[src/hdl/cdwt_pkg.sv]
// Shared types and constants for the clock drift window trim block.
package cdwt_pkg;

  localparam int WindowDepth = 64;
  localparam int PtrBits     = 6;
  localparam int CountBits   = 7;
  localparam int SampleBits  = 32;
  localparam int TimeBits    = 32;
  localparam int SumBits     = 40;
  localparam int SqBits      = 70;
  localparam int VarBits     = 80;
  localparam int RootBits    = 40;
  localparam int QuoBits     = 42;

  localparam logic [1:0] CMD_ADD   = 2'd0;
  localparam logic [1:0] CMD_EVAL  = 2'd1;
  localparam logic [1:0] CMD_MARK  = 2'd2;
  localparam logic [1:0] CMD_SPARE = 2'd3;

  localparam logic [2:0] REG_WLEN   = 3'd0;
  localparam logic [2:0] REG_MINCNT = 3'd1;
  localparam logic [2:0] REG_HOLD   = 3'd2;
  localparam logic [2:0] REG_SPREAD = 3'd3;
  localparam logic [2:0] REG_PPS    = 3'd4;
  localparam logic [2:0] REG_MAXST  = 3'd5;

  typedef struct packed {
    logic start;
    logic accum;
    logic mul_a;
    logic mul_b;
    logic mul_c;
    logic var_load;
    logic root_step;
    logic div_load;
    logic div_step;
    logic finish;
  } cdwt_cmd_t;

  typedef struct packed {
    logic walk_done;
    logic root_done;
    logic div_done;
  } cdwt_status_t;

endpackage

[src/hdl/cdwt_ctrl.sv]
// Sequencer for one request: walk, square sums, root, divisions.
module cdwt_ctrl (
  input  logic                  clk,
  input  logic                  rst,
  input  logic                  in_fire,
  input  logic                  out_free,
  input  cdwt_pkg::cdwt_status_t status,
  output cdwt_pkg::cdwt_cmd_t   cmd,
  output logic                  busy
);

  typedef enum logic [9:0] {
    S_IDLE  = 10'b0000000001,
    S_WALK  = 10'b0000000010,
    S_MA    = 10'b0000000100,
    S_MB    = 10'b0000001000,
    S_MC    = 10'b0000010000,
    S_VAR   = 10'b0000100000,
    S_ROOT  = 10'b0001000000,
    S_DLOAD = 10'b0010000000,
    S_DIV   = 10'b0100000000,
    S_DONE  = 10'b1000000000
  } state_t;

  state_t state, state_next;

  always_ff @(posedge clk) begin
    if (rst) state <= S_IDLE;
    else     state <= state_next;
  end

  always_comb begin
    state_next = state;
    cmd        = '0;
    case (state)
      S_IDLE: begin
        if (in_fire) begin
          cmd.start  = 1'b1;
          state_next = S_WALK;
        end
      end
      S_WALK: begin
        cmd.accum = 1'b1;
        if (status.walk_done) state_next = S_MA;
      end
      S_MA: begin
        cmd.mul_a = 1'b1;
        state_next = S_MB;
      end
      S_MB: begin
        cmd.mul_b = 1'b1;
        state_next = S_MC;
      end
      S_MC: begin
        cmd.mul_c = 1'b1;
        state_next = S_VAR;
      end
      S_VAR: begin
        cmd.var_load = 1'b1;
        state_next = S_ROOT;
      end
      S_ROOT: begin
        cmd.root_step = 1'b1;
        if (status.root_done) state_next = S_DLOAD;
      end
      S_DLOAD: begin
        cmd.div_load = 1'b1;
        state_next = S_DIV;
      end
      S_DIV: begin
        cmd.div_step = 1'b1;
        if (status.div_done) state_next = S_DONE;
      end
      S_DONE: begin
        if (out_free) begin
          cmd.finish = 1'b1;
          state_next = S_IDLE;
        end
      end
      default: state_next = S_IDLE;
    endcase
  end

  assign busy = (state != S_IDLE);

endmodule

[config.mk]
export PLATFORM = sky130hd
export DESIGN_NAME = cdwt_ctrl
export DESIGN_NICKNAME = d
export VERILOG_FILES = /design/src/hdl/cdwt_pkg.sv /design/src/hdl/cdwt_ctrl.sv
export SDC_FILE = /design/constraint.sdc
export NUM_CORES = 1
export LEC_CHECK = 0
export ABC_AREA = 1
export BUFFER_PORTS_ARGS = -buffer_cell sky130_fd_sc_hd__buf_2
export CAP_MARGIN = 20
export CORE_MARGIN = 2
export CORE_UTILIZATION = 50
export DETAILED_ROUTE_END_ITERATION = 10
export GPL_ROUTABILITY_DRIVEN = 0
export PLACE_DENSITY = 0.74
export SLEW_MARGIN = 20
export SYNTH_ARGS = -nofsm -noshare
export SYNTH_HDL_FRONTEND = slang
export SYNTH_SLANG_ARGS = --single-unit
export TNS_END_PERCENT = 30
[constraint.sdc]
create_clock -name clk -period 1.6 [get_ports clk]
set_input_delay 0.16 -clock clk [delete_from_list [all_inputs] [get_ports clk]]
set_output_delay 0.16 -clock clk [all_outputs]
set_load 0.1 [all_outputs]
==> out/qor.txt <==
number of top-level design ports - 18
achievable clock frequency - 623 MHz
most instantiated library cell after synthesis - sky130_fd_sc_hd__inv_1
first-pass iteration count of the detailed router - 6
cell area after synthesis - 845 sq um
worst-margin pin slew - 0.303 ns
number of buffers added to fix hold violations after cts - 0
synth warn - 0
Final setup violation count - 1
ratio of total power to cell area - 1650 mW/mm^2
Synth Area in Compound Gates - 0.00593
synthesized area per cell - 6.08 sq um
number of H-tree levels - 1
estimated wirelength of the detail-placed design - 1.55 mm
endpoint arrival time on the critical path - 1.44 ns
clock buffers created by TritonCTS - 3
Routed WL per cell - 12.7 um
post-synthesis sequential area ratio - 0.237
die width - 45.1 um
startpoint of the worst register-to-register path - state[6]$_SDFFE_PP0P_
standby leakage power - 0.703 nW
post-synthesis net count - 146
worst hold path type - input pin to flip-flop
area inside the core boundary - 0.00154 sq mm
largest net degree at the start of global routing - 10
post-synthesis xor/xnor area fraction - 0
ranking of synthesized cells by instance count - sky130_fd_sc_hd__inv_1, sky130_fd_sc_hd__nand2_1, sky130_fd_sc_hd__nor2_1, sky130_fd_sc_hd__nand3_1, sky130_fd_sc_hd__dfxtp_1
post-synthesis register bit count - 10
violated checks - setup timing
CTS tree - built
primary flip-flop cell chosen by synthesis mapping - sky130_fd_sc_hd__dfxtp_1
setup repair after global routing missed its margin - true
share of the synthesized area in the top cell type - 0.237
mean number of vias per cell - 5.35
Routed Antenna Nets - 0
Largest Register - state
critical path startpoint category - flip-flop
Cell Area, Placed - 0.00113 sq mm
registers with the most flip-flops - state: 10 flops
number of inserted diodes - 0
vias in the first global route - 839
Worst Path Max Fanout - 5
global-route wire length before repair - 3.62 mm
clock transition at the register clock pins on the worst setup and hold paths after CTS - 0.08 ns
antenna violations before repair - 0
Vias - 969
EDFF count, synth - 0
share of final-layout standard cells stronger than drive strength 1 - 0.479
share of synthesized flip-flops with an asynchronous set or reset - 0
total negative setup slack - -0.00430 ns
unique cell type count in the Yosys netlist - 17
part of the cycle the worst path needs - 1.00
leftover overflow at the end of global routing - 0
area fraction in and, or, nand and nor cells after synthesis - 0.597
maximum number of buffers from clock root to sink - 2
count of input and output buffers - 17
post-synthesis instance total - 139
slowest CP cell - sky130_fd_sc_hd__dfxtp_4
skew final - 0.00377 ns
layout-stage area growth over the synthesis result - 49.3%
Initial Utilization - 0.548
flip-flop count of the largest register after layout - 10
Pins Over Slew Limit - 0
launch instance of the worst min-delay path - rst
DRC violation count after routing - 0
worst setup path startpoint - state[0]$_SDFFE_PP1P_
family with the most delay on the worst path - simple AND/OR/NAND/NOR gates
startpoint-to-endpoint class of the critical path - flip-flop to primary output
Slew HR - 0.798
final net count - 173
max cap viols - 0
result of the run - complete, but fails checks
worst skew pair latency - 0.28 ns
number of placement rows - 14
maximum resistive drop on vdd - 1530 uV
vertical extent of the die - 45.1 um
minimum period implied by the final worst setup slack - 1.60 ns
required time reported for the critical path endpoint - 1.44 ns
CTS root buffer - sky130_fd_sc_hd__clkbuf_4
Post-Route WL - 2.30 mm
Iter 0 DRT Violations - 46
CP bufs+invs - 3
final instance area - 0.00126 sq mm
mux cell area share after synthesis - 0
CP endpoint kind - primary output
adder-cell share of the synthesized area - 0
utilization after layout - 0.818
dominant cells by area after synthesis - sky130_fd_sc_hd__dfxtp_1, sky130_fd_sc_hd__inv_1, sky130_fd_sc_hd__nand2_1
final hold vios - 0
post-synthesis cell type with the largest combined area - sky130_fd_sc_hd__dfxtp_1
longest individual stage delay on the worst path - 0.38 ns
cells traversed along the worst timing path - inv_2 -> nor2_2 -> nand3_2 -> nor2_4 -> inv_2 -> nor2_4 -> buf_12
total clock sinks - 10
largest family of logic cells by synthesized area - simple AND/OR/NAND/NOR gates
overall die area - 0.00203 sq mm
post-route setup slack - -0.00430 ns
GRT Overall Usage - 0.243
## kinds of logic (layout without fill, tap and decap cells)
family	count (synthesis)	after routing
AOI/OAI and AO/OA	1	1
and+or+nand+nor	92	92
DFF	10	10
buffers and inverters	36	62
## cell type report
cell class / count / area [sq um]
multi-input cells: 93 / 567
repair buffers: 22 / 288
fillers: 100 / 280
flip-flops and latches: 10 / 211
inverters: 36 / 139
clock buffers: 4 / 36.3
well taps: 16 / 20.0
## report_power, final
group	internal, mW	switching [mW]	total, mW
Clock	0.139	0.112	0.251
Combinational	0.496	0.966	1.46
Sequential	0.302	0.0613	0.363
Total	0.936	1.14	2.08
## per-stage QoR
| step | cells | hold WS (ns) | total power [mW] | setup WS [ns] |
|---|---|---|---|---|
| 3_5_place_dp | 172 | 0.339 | 1.62 | 0.204 |
| 3_3_place_gp | 172 | 0.336 | 1.61 | 0.211 |
| 6_report | 181 | 0.0407 | 2.08 | -0.00430 |
| 2_1_floorplan | 139 | 0.229 | 1.30 | -0.334 |
| 4_1_cts | 178 | 0.0495 | 1.95 | -0.00420 |
| 5_1_grt | 181 | 0.0583 | 2.18 | -0.0726 |
## metal layers
metal / global-route usage / up-vias / share of wire
met2: 0.429 / 53 / 0.48
met4: 0.0882 / 0 / 0.028
met3: 0.0280 / 13 / 0.069
met1: 0.301 / 442 / 0.42
li1: - / 461 / -
met5: 0 / - / 0
## path summary, 6_finish.rpt
kind                           endpoint  slack [ns]  cells past startpoint
setup reg to reg  state[7]$_SDFFE_PP0P_        0.06                      9
hold / removal    state[9]$_SDFFE_PP0P_        0.04                      2
setup / recovery                 cmd[9]      -0.004                      7
hold reg to reg   state[1]$_SDFFE_PP0P_        0.62                      4
## worst reg2reg max path: cells and delay by family (launching register included)
family / cells / cell delay, ns
simple gates: 7 / 0.84
flops: 1 / 0.42
buf+inv: 2 / 0.22
## layout by cell type (no fill, tap or decap), drive strengths merged
cell type | Yosys | routed
buf | 0 | 22
clkbuf | 0 | 4
dfxtp | 10 | 10
nand2 | 35 | 35
nor2 | 36 | 36
clkinv | 1 | 1
nand3 | 16 | 16
nand3b | 2 | 2
inv | 35 | 34
clkinvlp | 0 | 1
a21oi | 1 | 1
nand4 | 3 | 3
## repair_timing
| item | 4_1_cts | 5_1_grt |
|---|---|---|
| resized for setup | 9 | 19 |
| buffers inserted | 2 | 3 |
| setup endpoints to repair | 7 | 17 |
| pin swaps | 4 | 10 |
No activity file was read; power rests on OpenSTA's default activity.
